===== src/hw/rtl/vfd_pkg.sv =====
// ----------------------------------------------------------------------------
// VFD scanner package
// Request codes, register indexes, driver bit map, font and grid tables.
// ----------------------------------------------------------------------------
package vfd_pkg;

    // Number of digit positions the buffer can hold
    localparam int MAX_DIGITS_DEF = 10;

    localparam int WORD_W     = 20;
    localparam int POS_W      = 4;
    localparam int TICK_W     = 16;
    localparam int CFG_DATA_W = 32;
    localparam int CFG_ADDR_W = 3;

    localparam logic [3:0]        DIGIT_COUNT_RST   = 4'd10;
    localparam logic [TICK_W-1:0] SCAN_INTERVAL_RST = 16'd500;

    // Request kinds carried in the input tuser
    typedef enum logic [1:0] {
        REQ_SET_CHAR = 2'd0,
        REQ_SET_SEGS = 2'd1,
        REQ_CLEAR    = 2'd2,
        REQ_TICK     = 2'd3
    } req_t;

    // Register indexes (byte address = 4 * index)
    localparam logic REG_DIGIT_COUNT   = 1'b0;
    localparam logic REG_SCAN_INTERVAL = 1'b1;

    // Segment positions on the driver word
    localparam logic [WORD_W-1:0] SEG_A   = 20'h00080;
    localparam logic [WORD_W-1:0] SEG_B   = 20'h00040;
    localparam logic [WORD_W-1:0] SEG_C   = 20'h00010;
    localparam logic [WORD_W-1:0] SEG_D   = 20'h40000;
    localparam logic [WORD_W-1:0] SEG_E   = 20'h08000;
    localparam logic [WORD_W-1:0] SEG_F   = 20'h04000;
    localparam logic [WORD_W-1:0] SEG_G   = 20'h01000;
    localparam logic [WORD_W-1:0] SEG_DOT = 20'h00008;

    localparam logic [7:0] CHAR_ZERO  = 8'h30;
    localparam logic [7:0] CHAR_NINE  = 8'h39;
    localparam logic [7:0] CHAR_MINUS = 8'h2D;

    // Grid select bit for each digit position
    function automatic logic [WORD_W-1:0] grid_bit(input logic [POS_W-1:0] digit);
        logic [WORD_W-1:0] g;
        unique case (digit)
            4'd0:    g = 20'h00400;
            4'd1:    g = 20'h00800;
            4'd2:    g = 20'h02000;
            4'd3:    g = 20'h10000;
            4'd4:    g = 20'h80000;
            4'd5:    g = 20'h00002;
            4'd6:    g = 20'h00004;
            4'd7:    g = 20'h00020;
            4'd8:    g = 20'h00100;
            4'd9:    g = 20'h00200;
            default: g = '0;
        endcase
        return g;
    endfunction

    // Map an ASCII code to driver segments: digits, minus sign, else blank
    function automatic logic [WORD_W-1:0] font_lookup(input logic [7:0] ch);
        logic [WORD_W-1:0] f;
        f = '0;
        if (ch >= CHAR_ZERO && ch <= CHAR_NINE)
        begin
            unique case (4'(ch - CHAR_ZERO))
                4'd0:    f = SEG_A | SEG_B | SEG_C | SEG_D | SEG_E | SEG_F;
                4'd1:    f = SEG_B | SEG_C;
                4'd2:    f = SEG_A | SEG_B | SEG_G | SEG_E | SEG_D;
                4'd3:    f = SEG_A | SEG_B | SEG_G | SEG_C | SEG_D;
                4'd4:    f = SEG_F | SEG_G | SEG_B | SEG_C;
                4'd5:    f = SEG_A | SEG_F | SEG_G | SEG_C | SEG_D;
                4'd6:    f = SEG_A | SEG_F | SEG_E | SEG_D | SEG_C | SEG_G;
                4'd7:    f = SEG_A | SEG_B | SEG_C;
                4'd8:    f = SEG_A | SEG_B | SEG_C | SEG_D | SEG_E | SEG_F | SEG_G;
                4'd9:    f = SEG_A | SEG_F | SEG_G | SEG_B | SEG_C | SEG_D;
                default: f = '0;
            endcase
        end
        else if (ch == CHAR_MINUS)
        begin
            f = SEG_G;
        end
        return f;
    endfunction

    // Remap a standard a..g, dot mask onto the driver bits
    function automatic logic [WORD_W-1:0] mask_remap(input logic [7:0] msk);
        logic [WORD_W-1:0] m;
        m = '0;
        if (msk[0]) m = m | SEG_A;
        if (msk[1]) m = m | SEG_B;
        if (msk[2]) m = m | SEG_C;
        if (msk[3]) m = m | SEG_D;
        if (msk[4]) m = m | SEG_E;
        if (msk[5]) m = m | SEG_F;
        if (msk[6]) m = m | SEG_G;
        if (msk[7]) m = m | SEG_DOT;
        return m;
    endfunction

endpackage


===== src/hw/rtl/vfd_multiplex_scanner.sv =====
// ----------------------------------------------------------------------------
// VFD multiplex scanner
// Digit buffer with char/segment writes and a tick-driven two-phase scan.
// ----------------------------------------------------------------------------
// An accepted request's result is written to the output register, the only
// stage. Throughput: one request per cycle while the output register is free
// or being drained; buffer and scan state update at the accepting edge too.
// Reset: asynchronous active-low rst_n clears the buffer, scan digit, phase,
// tick counter, blank level and output valid; registers return to defaults.
// ----------------------------------------------------------------------------
module vfd_multiplex_scanner #(
    parameter int MAX_DIGITS = vfd_pkg::MAX_DIGITS_DEF
) (
    input  logic                            clk,
    input  logic                            rst_n,

    // Request stream
    input  logic                            s_axis_tvalid,
    output logic                            s_axis_tready,
    // [3:0] position, [11:4] character, [12] dot, [20:13] seg_mask, [23:21] zero
    input  logic [23:0]                     s_axis_tdata,
    // [1:0] req_type
    input  logic [1:0]                      s_axis_tuser,

    // Result stream
    output logic                            m_axis_tvalid,
    input  logic                            m_axis_tready,
    // [19:0] drive_word, [20] blank_level, [23:21] zero
    output logic [23:0]                     m_axis_tdata,
    // [0] word_valid
    output logic [0:0]                      m_axis_tuser,

    // Configuration port
    input  logic                            psel,
    input  logic                            penable,
    input  logic                            pwrite,
    input  logic [vfd_pkg::CFG_ADDR_W-1:0]  paddr,
    input  logic [vfd_pkg::CFG_DATA_W-1:0]  pwdata,
    output logic [vfd_pkg::CFG_DATA_W-1:0]  prdata,
    output logic                            pready
);

    localparam int         W       = vfd_pkg::WORD_W;
    localparam int         TW      = vfd_pkg::TICK_W;
    localparam logic [3:0] MAX_CNT = 4'(MAX_DIGITS);

    // Configuration registers
    logic [3:0]    digit_count_reg;
    logic [TW-1:0] scan_interval_reg;

    // Scan state and buffer
    logic [W-1:0]  digit_store_reg  [MAX_DIGITS];
    logic [W-1:0]  digit_store_next [MAX_DIGITS];
    logic [3:0]    scan_digit_reg, scan_digit_next;
    logic          scan_phase_reg, scan_phase_next;
    logic [TW-1:0] tick_count_reg, tick_count_next;
    logic          blank_reg, blank_next;

    // Output register
    logic          out_valid_reg;
    logic [W-1:0]  out_word_reg, out_word_next;
    logic          out_wv_reg, out_wv_next;
    logic          out_blank_reg;

    // Request fields
    vfd_pkg::req_t req;
    logic [3:0]    position;
    logic [7:0]    character;
    logic          dot;
    logic [7:0]    seg_mask;

    logic          in_accept;
    logic          cfg_write;
    logic [3:0]    cnt_eff;
    logic [W-1:0]  new_word;
    logic [W-1:0]  cur_store;
    logic [3:0]    digit_inc;
    logic [TW-1:0] tick_inc;

    assign req       = vfd_pkg::req_t'(s_axis_tuser);
    assign position  = s_axis_tdata[3:0];
    assign character = s_axis_tdata[11:4];
    assign dot       = s_axis_tdata[12];
    assign seg_mask  = s_axis_tdata[20:13];

    // Take a request whenever the output slot is free or being drained
    assign s_axis_tready = !out_valid_reg || m_axis_tready;
    assign in_accept     = s_axis_tvalid && s_axis_tready;

    assign m_axis_tvalid = out_valid_reg;
    assign m_axis_tdata  = {3'b000, out_blank_reg, out_word_reg};
    assign m_axis_tuser  = out_wv_reg;

    // Configuration access
    assign pready    = 1'b1;
    assign cfg_write = psel && penable && pwrite && pready;

    always_comb
    begin
        if (paddr[2] == vfd_pkg::REG_SCAN_INTERVAL)
            prdata = vfd_pkg::CFG_DATA_W'(scan_interval_reg);
        else
            prdata = vfd_pkg::CFG_DATA_W'(digit_count_reg);
    end

    always_ff @(posedge clk or negedge rst_n)
    begin
        if (!rst_n)
        begin
            digit_count_reg   <= vfd_pkg::DIGIT_COUNT_RST;
            scan_interval_reg <= vfd_pkg::SCAN_INTERVAL_RST;
        end
        else if (cfg_write)
        begin
            if (paddr[2] == vfd_pkg::REG_SCAN_INTERVAL)
                scan_interval_reg <= pwdata[TW-1:0];
            else
                digit_count_reg <= pwdata[3:0];
        end
    end

    // Clamp the digit count into 1..MAX_DIGITS
    always_comb
    begin
        if (digit_count_reg == 4'd0)
            cnt_eff = 4'd1;
        else if (digit_count_reg > MAX_CNT)
            cnt_eff = MAX_CNT;
        else
            cnt_eff = digit_count_reg;
    end

    // Word for a buffer write
    always_comb
    begin
        if (req == vfd_pkg::REQ_SET_CHAR)
            new_word = vfd_pkg::font_lookup(character) | (dot ? vfd_pkg::SEG_DOT : '0);
        else
            new_word = vfd_pkg::mask_remap(seg_mask);
    end

    // Select the buffer entry of the digit being scanned
    always_comb
    begin
        cur_store = '0;
        for (int i = 0; i < MAX_DIGITS; i++)
        begin
            if (scan_digit_reg == 4'(i))
                cur_store = digit_store_reg[i];
        end
    end

    assign digit_inc = scan_digit_reg + 4'd1;
    assign tick_inc  = tick_count_reg + 16'd1;

    // Next state and result for the request at the input
    always_comb
    begin
        for (int i = 0; i < MAX_DIGITS; i++)
            digit_store_next[i] = digit_store_reg[i];
        scan_digit_next = scan_digit_reg;
        scan_phase_next = scan_phase_reg;
        tick_count_next = tick_count_reg;
        blank_next      = blank_reg;
        out_word_next   = '0;
        out_wv_next     = 1'b0;

        unique case (req)
            vfd_pkg::REQ_SET_CHAR, vfd_pkg::REQ_SET_SEGS:
            begin
                for (int i = 0; i < MAX_DIGITS; i++)
                begin
                    if (position == 4'(i) && position < cnt_eff)
                        digit_store_next[i] = new_word;
                end
            end
            vfd_pkg::REQ_CLEAR:
            begin
                for (int i = 0; i < MAX_DIGITS; i++)
                    digit_store_next[i] = '0;
            end
            vfd_pkg::REQ_TICK:
            begin
                tick_count_next = tick_inc;
                if (tick_inc >= scan_interval_reg)
                begin
                    tick_count_next = '0;
                    if (!scan_phase_reg)
                    begin
                        // Send phase: blank, emit grid plus segments, advance digit
                        blank_next      = 1'b1;
                        out_word_next   = vfd_pkg::grid_bit(scan_digit_reg) | cur_store;
                        out_wv_next     = 1'b1;
                        scan_digit_next = (digit_inc >= cnt_eff) ? 4'd0 : digit_inc;
                        scan_phase_next = 1'b1;
                    end
                    else
                    begin
                        // Show phase: unblank
                        blank_next      = 1'b0;
                        scan_phase_next = 1'b0;
                    end
                end
            end
            default:
            begin
            end
        endcase
    end

    // Hold buffer and scan state, advance on an accepted request
    always_ff @(posedge clk or negedge rst_n)
    begin
        if (!rst_n)
        begin
            for (int i = 0; i < MAX_DIGITS; i++)
                digit_store_reg[i] <= '0;
            scan_digit_reg <= '0;
            scan_phase_reg <= 1'b0;
            tick_count_reg <= '0;
            blank_reg      <= 1'b0;
        end
        else if (in_accept)
        begin
            for (int i = 0; i < MAX_DIGITS; i++)
                digit_store_reg[i] <= digit_store_next[i];
            scan_digit_reg <= scan_digit_next;
            scan_phase_reg <= scan_phase_next;
            tick_count_reg <= tick_count_next;
            blank_reg      <= blank_next;
        end
    end

    // Output valid: set on accept, drop once taken
    always_ff @(posedge clk or negedge rst_n)
    begin
        if (!rst_n)
            out_valid_reg <= 1'b0;
        else if (in_accept)
            out_valid_reg <= 1'b1;
        else if (m_axis_tready)
            out_valid_reg <= 1'b0;
    end

    // Output payload
    always_ff @(posedge clk)
    begin
        if (in_accept)
        begin
            out_word_reg  <= out_word_next;
            out_wv_reg    <= out_wv_next;
            out_blank_reg <= blank_next;
        end
    end

`ifndef SYNTHESIS
    // A newly emitted word always goes out with the display blanked
    a_emit_blanked: assert property (@(posedge clk) disable iff (!rst_n)
        (m_axis_tvalid && m_axis_tuser[0]) |-> m_axis_tdata[20])
        else $error("drive word emitted while display not blanked");

    // Blank level tracks the scan phase
    a_phase_blank: assert property (@(posedge clk) disable iff (!rst_n)
        scan_phase_reg == blank_reg)
        else $error("scan phase and blank level disagree");

    // Scanned digit never leaves the buffer
    a_digit_range: assert property (@(posedge clk) disable iff (!rst_n)
        scan_digit_reg < MAX_CNT)
        else $error("scan digit outside the buffer");

    // Tick counter moves only on an accepted request
    a_tick_hold: assert property (@(posedge clk) disable iff (!rst_n)
        !in_accept |=> $stable(tick_count_reg))
        else $error("tick counter changed without a request");
`endif

endmodule

===== config.mk =====
export PLATFORM = sky130hd
export DESIGN_NAME = vfd_multiplex_scanner
export DESIGN_NICKNAME = d
export VERILOG_FILES = /design/src/hw/rtl/vfd_pkg.sv /design/src/hw/rtl/vfd_multiplex_scanner.sv
export SDC_FILE = /design/constraint.sdc
export NUM_CORES = 1
export LEC_CHECK = 0
export ABC_AREA = 1
export ABC_CLOCK_PERIOD_IN_PS = 3100
export BUFFER_PORTS_ARGS = -buffer_cell sky130_fd_sc_hd__buf_2
export CAP_MARGIN = 10
export CORE_MARGIN = 3
export CORE_UTILIZATION = 58
export DETAILED_ROUTE_END_ITERATION = 10
export MAX_ROUTING_LAYER = met4
export PLACE_DENSITY = 0.88
export SLEW_MARGIN = 20
export SYNTH_ARGS = -nofsm -noshare
export SYNTH_HDL_FRONTEND = slang
export SYNTH_SLANG_ARGS = --single-unit

===== constraint.sdc =====
create_clock -name clk -period 3.1 [get_ports clk]
set_input_delay 0.155 -clock clk [delete_from_list [all_inputs] [get_ports clk]]
set_output_delay 0.155 -clock clk [all_outputs]
set_load 0.05 [all_outputs]

# ---- Word level (Yosys, flattened, before mapping)
# Memory sizes are Yosys's and may differ from the RTL's.
# Cells that the tools add are included.
dict set report totals {
  ramBits 0
  register_bits 265
  output_inout_bits 60
  wordCells 156
  n_memories 2
  latch_bits 0
  romBits 272
  input_bits 68
}
# name words width read_ports rd_clocked_by_memory_dff write_ports line_no
set memory_table {}
lappend memory_table {{(no name shown)} 16 10 1 0 0 vfd_pkg.sv:48} ;# unique case (digit)
lappend memory_table {{(no name shown)} 16 7 1 0 0 vfd_pkg.sv:70} ;# unique case (4'(ch - CHAR_ZERO))
dict set report op_classes {
  reduce_logical 40
  muxes 47
  bitwise_logic 6
  eq_ne 32
  mul 0
  shift 0
  div_mod_pow 0
  order_cmp 6
  n_addsub 3
}
# op count
set ops {}
lappend ops {{$mux W20} 26}
lappend ops {{$pmux W200 S2} 1}
lappend ops {{$mux W16} 3}
lappend ops {{$reduce_and A3 Y1} 11}
lappend ops {{$eq A4 B3 Y1 const B} 8}
lappend ops {{$mux W13} 2}
lappend ops {{$mux W4} 5}
lappend ops {{$ne A2 B2 Y1 const B} 10}
lappend ops {{$or A20 B20 Y20} 1}
lappend ops {{$or A20 B4 Y20} 1}
lappend ops {{$mux W19} 1}
lappend ops {{$add A16 B1 Y16 const B} 1}
lappend ops {{$eq A4 B2 Y1 const B} 4}
lappend ops {{$eq A4 B4 Y1 const B} 4}
lappend ops {{$ge A16 B16 Y1} 1}
lappend ops {{$mux W15} 1}
lappend ops {{$logic_and A1 B1 Y1} 14}
lappend ops {{$logic_not A4 Y1} 3}
lappend ops {{$eq A4 B1 Y1 const B} 2}
lappend ops {{$eq A8 B6 Y1 const B} 1}
lappend ops {{$ge A8 B6 Y1 const B} 1}
lappend ops {{$le A8 B6 Y1 const B} 1}
lappend ops {{$mux W8} 1}
lappend ops {{$reduce_and A2 Y1} 4}
lappend ops {{other kinds (18)} 27}

# ---- Logic depth before layout (Yosys ltp)
# Gate-level depths: netlist of the first run.
dict set report depth {
  word_depth 12
  ltp_mapped 19
  ltp_nobuf 19
}

# ---- Least setup slack after synthesis of the first run
# No wires, ideal clock.
dict set report synth_path {
  path_type {register to register}
  from {register tick_count_reg[0]}
  to {register out_blank_reg, data pin}
  t_required_ps 2836
  n_path_buf 0
  t_arrival_ps 2553
  setup_time_ps 264
  period_less_slack_ps 2818
  slack_ps 282
  stages_incl_launch_ff 19
  cell_sequence {dfrtp_1 > ha_1 > nand2_1 > nor2_1 > nand2_1 > nor2_1 > nand4_1 > xor2_1 > ha_1 > nand2_1 > inv_1 > nand3_1 > inv_1 > a21oi_1 > nand3_2 > nand2_2 > nor2_2 > inv_1 > o21ai_0}
}
dict set report synth_via {
  elab_chain_cells 4
}
# element line_no
set synth_lines {}
lappend synth_lines {{start, declared} vfd_multiplex_scanner.sv:56} ;# logic [TW-1:0] tick_count_reg, tick_count_next;
lappend synth_lines {{start signal, assigned} vfd_multiplex_scanner.sv:229} ;# tick_count_reg <= tick_count_next;
lappend synth_lines {{$add A16 B1 Y16} vfd_multiplex_scanner.sv:154} ;# assign tick_inc = tick_count_reg + 16'd1;
lappend synth_lines {{$ge A16 B16 Y1} vfd_multiplex_scanner.sv:185} ;# if (tick_inc >= scan_interval_reg)
lappend synth_lines {{$mux W1} vfd_multiplex_scanner.sv:185}
lappend synth_lines {{$mux W1} vfd_multiplex_scanner.sv:168} ;# unique case (req)
lappend synth_lines {{via blank_next} vfd_multiplex_scanner.sv:57} ;# logic blank_reg, blank_next;
lappend synth_lines {{end signal, assigned} vfd_multiplex_scanner.sv:252} ;# out_blank_reg <= blank_next;
lappend synth_lines {{end, declared} vfd_multiplex_scanner.sv:63} ;# logic out_blank_reg;
# The timed path passes the listed nets, and every way through them passes these cells.
# A chain may end at the register's enable or synchronous reset.

# ---- Final worst setup path of the first run
dict set report layout_path {
  from {register tick_count_reg[2]}
  to {register tick_count_reg[4]}
}
dict set report layout_via {
  elab_chain_cells 3
}
# element line_no
set layout_lines {}
lappend layout_lines {{$add A16 B1 Y16 *} vfd_multiplex_scanner.sv:154}
lappend layout_lines {{$ge A16 B16 Y1} vfd_multiplex_scanner.sv:185}
lappend layout_lines {{$mux W16 *} vfd_multiplex_scanner.sv:185}
# Mark *: on every way between the ends. The rest lies on a longest branch, timed or not.

==> metrics, run 1 <==
total wire length=~22,000 µm; number of max-cap violations=0; endpoints failing setup=29; worst clock skew=~0.0077 ns; CP Max Fanout=5; part of the cycle the worst path needs=103.8%; max reg flops=80; Reg clk slew, reported paths=~0.060 ns; Final Hold Fails=0; dpl ws=~0.044 ns; post-synthesis cell type count=43; Post-DRT Antenna Nets=0; drt first pass iters=8; io pins=128; Core Box Area=about 0.014 mm²; yosys warns=0; Num CTS Buffers=17; failing checks=negative setup slack; Pwr Density=slightly above 600 mW/mm²; top-area cell type share of the netlist area=roughly a third; GRT Residual Overflow=0; Post-Layout Inst Area=0.009768 mm²; number of synthesized flops with an enable pin=20; area of the multi-input gates=0.004110 mm²; final net count=about 1,300; vias in the first global route=just over 7,000; FP Rows=43; Main synth FF type=dfrtp_1; commonest non-fill, non-tap cell in the layout=nand2_1; fill cell count=1,041; area leader, netlist=dfrtp_1; Mean Syn Cell Area=between 7 and 8 µm²; startpoint types=register; Tmin final=between 3 and 4 ns; HPWL after DPL=14,050 µm; Die Span X=125.9 µm; RePlAce Congestion=approximately 0.89; Starting Density=between 50% and 60%; critical path required time=roughly 3.4 ns; Slew Viols, Final=0; R2R cell count=19; static leakage=around 5.2 nW; Max Buffers Root-to-Sink=2; register bit total from synthesis=between 100 and 150; fin util=69.83%; first-pass GRT wire length=roughly 35,000 µm; dpl cell area=around 0.009 mm²; maximum VDD drop=around 0.47 mV; initial antenna violation count=0; setup_tns=-1.456 ns; Skew-Pair Late Insertion Delay=between 0.4 and 0.5 ns; number of cells on the worst hold path=3; Slew headroom=a little under 30%; post-synthesis sequential area ratio=44.25%; Worst Max-Slew Pin Slew=1.062 ns; Post-Layout Cell Count=about 1,400; CTS tree=yes; WL/cell=around 16 µm; Reg area=roughly 0.0037 mm²; I/O Buffers=84; RSZ-0062 raised after global routing=true; outcome=finished, violations left; Fmax=around 310 MHz; Initial DRC Count=881; Setup Crit Path Kind=register to register; DRC=0; Critical Path End Type=register; Die Span Y=125.9 µm; setup ws final=-0.1178 ns; WHS=about 0.0020 ns; placed cell count=1,342; Root Driver=clkbuf_16; Crit path arrival time=between 3 and 4 ns; synthesized area=roughly 0.0083 mm²; largest net degree at the start of global routing=91; async set-reset flop share out of synthesis=a little under nine tenths; die area=0.01585 mm²; total track usage=between 20% and 30%; antenna fix cells=0; total vias in the final route=7,922; post-layout power=about 6.0 mW; cell count after synthesis=roughly 1,100; H-tree depth=4; layout cell share with drive strength beyond 1=17.88%; Via density=5.663; Hold WC Path Type=primary input to register; top cells by area, synth=dfrtp_1 (35%), nand2_1 (17%), nand3_1 (8.8%); commonest non-fill, non-tap cells in the layout=nand2_1 (372), nand3_1 (144), dfrtp_1 (114); CTS Sinks=~140; Area growth, synth to finish=17.19%
-- per-layer routing --
metal	track usage [%]	vias up	wire (µm)
li1	-	3679	-
met1	34.97	3682	8781
met2	44.26	463	10850
met3	5.852	98	1970
met4	11.04	0	848
met5	-	-	0
-- final cells by class --
cell class              instances  share of cell area, %
clock buffers                  25                  4.970
clock inverters                 7                 0.8710
inverters                     110                  4.253
multi-input cells             816                  42.08
flip-flops and latches        143                  37.77
well taps                     180                  2.306
repair buffers                118                  7.749
-- synth_stat cells, types with 17 or more instances --
| cell type | count |
|---|---|
| inv_1 | 103 |
| nand2_2 | 17 |
| buf_4 | 28 |
| dfrtp_1 | 115 |
| edfxtp_1 | 20 |
| o21ai_0 | 33 |
| ha_1 | 34 |
| or2_2 | 17 |
| a21oi_1 | 33 |
| nand2_1 | 377 |
| nor2_1 | 69 |
| nand3_1 | 146 |
-- critical path, stage by stage (launching register included) --
cell	delay [ns]
dfrtp_1	0.39
nand2_1	0.09
nor2_2	0.16
nand3_2	0.13
nor2_4	0.14
nand2_1	0.15
nor2_1	0.16
nand3_1	0.10
a21oi_2	0.20
ha_1	0.31
nand2_1	0.10
inv_1	0.05
o21ai_1	0.17
nand2_1	0.12
a21oi_2	0.18
nand3_4	0.13
nor2_4	0.17
buf_4	0.16
nand2_1	0.07
o21ai_0	0.12
-- logic make-up after synthesis --
kind of cell | share of synthesized area [%]
AOI/OAI and AO/OA | 5.224
xor gates and xnor gates | 1.456
adders and majority gates | 5.104
buffers and inverters | 8.856
DFF | 44.25
other | 0.09010
and+or+nand+nor | 35.02
-- path summary, 6_finish.rpt --
check | startpoint | to | slack [ns]
min reg2reg | digit_store_reg[3] | digit_store_reg[3] | 0.46
max reg2reg | tick_count_reg[2] | tick_count_reg[4] | -0.12
max in group asynchronous | rst_n | digit_store_reg[83] | 1.99
min | pwdata[12] | scan_interval_reg[12] | 0.002
min in group asynchronous | rst_n | scan_interval_reg[10] | 0.31
max | tick_count_reg[2] | tick_count_reg[4] | -0.12
-- timing repair --
action                                  in CTS  in global routing
resized for setup                            1                 34
endpoints found under the hold margin       57                  0
hold buffers                                15                  0
endpoints found under the setup margin       1                 41
buffers inserted                             0                  9
cloned                                       0                  1
pin swaps                                    0                 14
-- power by group --
| part | leakage [nW] | switching, mW | internal, mW |
|---|---|---|---|
| clock network | 0.285 | 0.759 | 1.24 |
| registers | 1.76 | 0.201 | 2.22 |
| logic | 3.20 | 1.12 | 0.487 |
| total | 5.25 | 2.08 | 3.94 |
No activity file was read; power rests on OpenSTA's default activity.
==> run 2, diff against run 1 <==
Settings changed: ABC_AREA 1 to default, CORE_UTILIZATION 58 to 57, PLACE_DENSITY 0.88 to 0.87.
==> run 2 against run 1 <==
  * The run still ends with negative setup slack left
  * Routed wire length decreased by 3.4%
  * Clock power decreased by 9%
  * Final area decreased by 0.47%
  * Synthesized cell count decreased by 33%
  * Non-clock buffer count increased by 24
  * Core utilization increased by 2.4 points
  * Die area decreased by 2.9%
  * Clock skew increased by 0.0037 ns
  * Sequential cell count unchanged
  * Setup slack got worse by 0.084 ns
  * Via count decreased by 18%
==> metrics, run 2 <==
critical path, cell by cell=and3_1, nand3_2, nor2_4, nand3_4, xnor2_2, ha_1, buf_4, a21oi_2, o21a_1, o221ai_4, buf_4, buf_6, a21o_4, or4_4, o21ai_1; final net count=961 (-27%); Fmax=302.8 MHz (-2.6%); worst clock skew=0.01140 ns (+0.003683 ns); CP Max Fanout=4 (-1); number of max-cap violations=0 (unchanged); Main synth FF type=dfrtp_1; part of the cycle the worst path needs=106.5% (+2.7 points); cell count after synthesis=731 (-33%); Via density=6.224 (+9.9%); Post-Layout Cell Count=1,050 (-25%); post-synthesis cell type count=67 (+56%); critical path required time=3.46 ns (+0.04 ns); die area=0.01538 mm² (-2.9%); Slew Viols, Final=0 (unchanged); commonest non-fill, non-tap cells in the layout=dfrtp_1 (114), mux2_2 (94), buf_2 (83); WL/cell=20.65 µm (+29%); H-tree depth=4 (unchanged); Num CTS Buffers=17 (unchanged); Reg clk slew, reported paths=0.06 ns (about the same); Initial DRC Count=544 (-38%); outcome=finished, violations left; initial antenna violation count=1 (+1); async set-reset flop share out of synthesis=86.01% (unchanged); most common cell in the netlist=dfrtp_1; top-area cell type share of the netlist area=36.24% (+1.7 points); max reg flops=80 (unchanged); first-pass GRT wire length=32,060 µm (-7.8%); maximum VDD drop=0.4562 mV (-3.9%); synthesized area=0.007940 mm² (-4.7%); Final Hold Fails=0 (unchanged); CTS tree=yes; Critical Path Most Common Cell=buf_4; CTS Sinks=143 (unchanged); Critical Path End Type=register; Crit path arrival time=3.66 ns (+0.12 ns); Hold WC Path Type=primary input to register; Worst Max-Slew Pin Slew=0.9919 ns (-0.07050 ns); R2R cell count=15 (-4); total wire length=21,680 µm (-3.4%); CP Depth=15 (-4); Post-Layout Inst Area=0.009722 mm² (-0.47%); number of cells on the worst hold path=3 (unchanged); setup ws final=-0.2023 ns (-0.08447 ns); Post-DRT Antenna Nets=0 (unchanged); I/O Buffers=84 (unchanged); Reg2Reg Setup Slack=-0.20 ns (-0.08 ns); drt first pass iters=5 (-3); FP Rows=42 (-2.3%); Die Span X=124.0 µm (-1.5%); static leakage=4.501 nW (-14%); Core Box Area=0.01345 mm² (-3.8%); Pwr Density=683.9 mW/mm² (+11%); total vias in the final route=6,535 (-18%); io pins=128 (unchanged); yosys warns=0 (unchanged); HPWL after DPL=12,750 µm (-9.2%); Starting Density=59.02% (-0.57 points); endpoints failing setup=28 (-3.4%); Mean Syn Cell Area=10.86 µm² (+43%); number of synthesized flops with an enable pin=20 (unchanged); commonest non-fill, non-tap cell in the layout=dfrtp_1; Skew-Pair Late Insertion Delay=0.43 ns (about the same); Max Buffers Root-to-Sink=2 (unchanged); startpoint types=register; failing checks=negative setup slack; Tmin final=3.302 ns (+0.08447 ns); Area growth, synth to finish=22.44%; DRC=0 (unchanged); Slew headroom=33.67% (+4.7 points); layout cell share with drive strength beyond 1=37.04% (+19 points); RePlAce Congestion=0.9076 (+1.8%); Root Driver=clkbuf_16; synth cell count leaders=dfrtp_1 (115), mux2_2 (94), nand2_1 (67), o21ai_0 (43), ha_1 (34); Setup Crit Path Kind=register to register; area leader, netlist=dfrtp_1; Crit-path slowest cell=or4_4; register bit total from synthesis=143 (unchanged); CP delay by family, top=simple AND/OR/NAND/NOR gates; dpl cell area=0.008601 mm² (-2.6%); GRT Residual Overflow=0 (unchanged); top cells by area, synth=dfrtp_1 (36%), mux2_2 (13%), edfxtp_1 (7.6%); Die Span Y=124.0 µm (-1.5%); RSZ-0062 raised after global routing=true; Critical Path Max Stage Delay=0.47 ns (+0.08 ns); vias in the first global route=6,240 (-14%); largest net degree at the start of global routing=56 (-38%); post-synthesis sequential area ratio=46.45% (+2.2 points); WP buf/inv=3 (+1); dpl ws=-0.1344 ns (-0.1789 ns); placed cell count=988 (-26%); total track usage=28.09% (+0.29 points)
[run 2: changes by cell type in the layout (fill, tap and decap cells not counted), moves of 16 or more]
cell	change
a22oi_1	+17
and2_1	+20
inv_1	-73
nand3_1	-128
nor2_1	-41
nand2_2	-17
or2_2	-16
nand2_1	-309
buf_4	+19
mux2_2	+94
[run 2: what timing repair did]
action | in CTS | in global routing
pin swaps | 13 | 13
endpoints found under the hold margin | 67 | 0
cloned | 1 | 0
hold buffers | 18 | 0
resized for setup | 20 | 41
buffers inserted | 4 | 5
setup endpoints to repair | 18 | 33
[run 2: cells by family after synthesis]
group                    after synthesis  share of synthesized area, %
buffers and inverters                 81                         5.200
AND/OR/NAND/NOR                      200                         13.47
adder cells (fa/ha/maj)               35                         5.484
other                                  2                       0.09458
AO/OA/AOI/OAI                        157                         13.74
flip-flops                           143                         46.45
multiplexers                          99                         14.01
XOR/XNOR                              14                         1.544
[run 2: report_power, final]
| group | total, mW | internal [mW] | leakage, nW | switching, mW |
|---|---|---|---|---|
| clock network | 1.82 | 1.01 | 0.235 | 0.809 |
| registers | 2.53 | 2.25 | 1.76 | 0.281 |
| logic | 2.29 | 0.864 | 2.50 | 1.43 |
[run 2: metrics by stage]
stage               hold slack [ns]  total power [mW]  utilization (%)  setup TNS [ns]
detailed placement           0.2522             4.529            63.93         -0.9443
CTS                         0.02815             6.426            70.44         -0.3247
finish                      0.04689             6.649            72.27          -2.954
floorplan                   -0.1406             3.915                -               0
global route                0.06290             6.968            72.27          -7.843
global placement             0.2473             4.433            63.93         -0.1554
[run 2: routing by layer]
metal | global-route usage, % | up-vias | part of all wire, %
met3 | 5.450 | 109 | 7.7
met1 | 36.05 | 3186 | 39
met5 | - | - | 0
li1 | - | 2870 | -
met4 | 11.91 | 0 | 4.6
met2 | 43.93 | 370 | 49
[run 2: final timing paths]
check | start | end
setup / recovery | tick_count_reg[8] | tick_count_reg[15]
hold / removal | m_axis_tready | m_axis_tvalid
setup reg to reg | tick_count_reg[8] | tick_count_reg[15]
hold reg to reg | digit_store_reg[66] | digit_store_reg[66]
max in group asynchronous | rst_n | scan_interval_reg[8]
min in group asynchronous | rst_n | digit_store_reg[6]
[run 2: worst min-delay path, stage by stage]
cell      delay [ns]
buf_2           0.07
nand2b_1        0.14
nand2b_1        0.07
[run 2: area by class of cell]
type	count	area [µm²]
Multi-Input combinational cell	527	4208
Fill cell	839	3731
Sequential cell	143	3690
Timing Repair Buffer	142	968.4
Clock buffer	18	429.2
Tap cell	176	220.2
Inverter	28	105.1
Clock inverter	14	96.34
Antenna cell	2	5.005
==> run 3, diff against run 2 <==
Settings changed: ABC_CLOCK_PERIOD_IN_PS 3100 to 3800, CORE_UTILIZATION 57 to 62, PLACE_DENSITY 0.87 to 0.93.
Clock period 3.1 ns to 3.8 ns, I/O delays scaled along.
==> run 3 against run 2 <==
  * The run now ends clean
  * Global-route usage rose by 1.5 points
  * Sequential share of layout area rose by 2.6 points
  * Die area fell by 7.7%
  * Largest cell class unchanged
==> metrics, run 3 (synthesized netlist as in run 2, its figures left out) <==
CP Max Fanout=20 (+16); CTS tree=yes; Max Buffers Root-to-Sink=2 (unchanged); RSZ-0062 raised after global routing=false; Worst R2R End=out_word_reg[1]; startpoint types=register; GRT Residual Overflow=0 (unchanged); max reg flops=80 (unchanged); CP Depth=12 (-3); outcome=finished clean; first-pass GRT wire length=32,530 µm (+1.5%); Die Span Y=119.2 µm (-3.9%); layout cell share with drive strength beyond 1=29.88% (-7.2 points); number of cells on the worst hold path=2 (-1); WL/cell=19.62 µm (-5.0%); Reg2Reg Setup Slack=0.29 ns (+0.50 ns); commonest non-fill, non-tap cell in the layout=dfrtp_1; total track usage=29.60% (+1.5 points); setup ws final=0.2935 ns (+0.4958 ns); WP buf/inv=0 (-3); Slew Viols, Final=0 (unchanged); Worst Max-Slew Pin Slew=1.086 ns (+0.09396 ns); maximum VDD drop=0.3649 mV (-20%); CP delay by family, top=simple AND/OR/NAND/NOR gates; fill cell count=752 (-10%); Final Hold Fails=0 (unchanged); Critical Path End Type=register; Slew headroom=27.12% (-6.6 points); Starting Density=64.76% (+5.7 points); initial antenna violation count=0 (-1); R2R cell count=12 (-3); dpl ws=0.4302 ns (+0.5647 ns); Initial DRC Count=667 (+23%); endpoints failing setup=0 (-100%); Pwr Density=591.5 mW/mm² (-14%); critical path, cell by cell=ha_1, and3_1, and3_1, nand3_1, xnor2_1, ha_1, nand4_1, or2_1, nor2_1, a21oi_2, or3_4, nor3_1; Num CTS Buffers=17 (unchanged); worst clock skew=0.009182 ns (-0.002221 ns); total wire length=19,590 µm (-9.7%); Setup Crit Path Kind=register to register; Post-DRT Antenna Nets=0 (unchanged); part of the cycle the worst path needs=92.28% (-14 points); H-tree depth=4 (unchanged); commonest non-fill, non-tap cells in the layout=dfrtp_1 (115), mux2_2 (94), buf_2 (83); Post-CTS Setup Bufs=0 (-4); final net count=919 (-4.4%); WHS=0.006687 ns (-0.04020 ns); die area=0.01420 mm² (-7.7%); largest net degree at the start of global routing=79 (+41%); Die Span X=119.2 µm (-3.9%); Core Box Area=0.01226 mm² (-8.9%); number of max-cap violations=0 (unchanged); worst flop-to-flop path startpoint=tick_count_reg[0]; io pins=128 (unchanged); HPWL after DPL=12,620 µm (-1.0%); FP Rows=40 (-4.8%); Root Driver=clkbuf_16; Hold Crit Start=pwdata[1]; critical path required time=4.04 ns (+0.58 ns); drt first pass iters=6 (+1); Crit-path slowest cell=or3_4; I/O Buffers=84 (unchanged); Worst Hold End=scan_interval_reg[1]; DRC=0 (unchanged); static leakage=4.320 nW (-4.0%); Hold WC Path Type=primary input to register; antenna fix cells=0 (-2); vias in the first global route=6,391 (+2.4%); Crit path arrival time=3.75 ns (+0.09 ns); Critical Path Max Stage Delay=0.53 ns (+0.06 ns); Skew-Pair Late Insertion Delay=0.43 ns (about the same); CTS Sinks=143 (unchanged); Tmin final=3.507 ns (+0.2042 ns); Fmax=285.2 MHz (-5.8%); RePlAce Congestion=0.9195 (+1.3%); total vias in the final route=6,289 (-3.8%); Via density=6.302 (+1.2%); post-layout power=5.386 mW (-19%); Area growth, synth to finish=14.67%; setup_tns=0 ns (+2.954 ns); Reg clk slew, reported paths=0.06 ns (about the same)
run 3: layout make-up:
type                    count  area, µm²  area share [%]
repair buffers            100      598.1           6.569
multi-input cells         527       3914           42.98
flip-flops and latches    143       3689           40.51
clock inverters            11      138.9           1.525
well taps                 168      210.2           2.309
inverters                  28      105.1           1.154
clock buffers              21      450.4           4.947
run 3: where the power goes:
part / leakage, nW / internal (mW) / switching, mW
registers: 1.77 / 1.84 / 0.247
logic: 2.27 / 0.575 / 1.05
clock network: 0.283 / 1.04 / 0.635
total: 4.32 / 3.46 / 1.93
run 3: through the flow:
step / util, % / instances / instance area, µm²
floorplan: - / 751 / 8015
detailed placement: 68.49 / 956 / 8398
finish: 74.26 / 998 / 9105
global placement: 68.49 / 956 / 8398
CTS: 74.03 / 997 / 9077
global route: 74.26 / 998 / 9105
run 3: how the worst max path moves through the flow:
| stage | startpoint | endpoint | slack, ns |
|---|---|---|---|
| 2_1_floorplan | tick_count_reg[0] | out_word_reg[10] | 0.70 |
| 3_3_place_gp | tick_count_reg[0] | out_word_reg[15] | 0.48 |
| 3_5_place_dp | tick_count_reg[0] | out_word_reg[8] | 0.43 |
| 4_1_cts | tick_count_reg[0] | out_word_reg[10] | 0.36 |
| 5_1_grt | tick_count_reg[0] | out_word_reg[8] | 0.11 |
| 6_report | tick_count_reg[0] | out_word_reg[1] | 0.29 |
run 3: layer usage:
layer  global-route usage, %  wire length, µm
met5                       -                0
met2                   46.91             9323
met3                   7.550             1622
met4                   10.35              692
met1                   37.21             7946
run 3: what timing repair did:
item	4_1_cts	5_1_grt
hold endpoints to repair	85	0
resized for setup	0	0
hold buffers	9	0
run 3: worst reg2reg max path, stage by stage (launching register included):
cell and delay (ns):
dfrtp_1 0.45, ha_1 0.29, and3_1 0.22, and3_1 0.26, nand3_1 0.12, xnor2_1 0.18
ha_1 0.29, nand4_1 0.11, or2_1 0.28, nor2_1 0.21, a21oi_2 0.11, or3_4 0.53
nor3_1 0.28
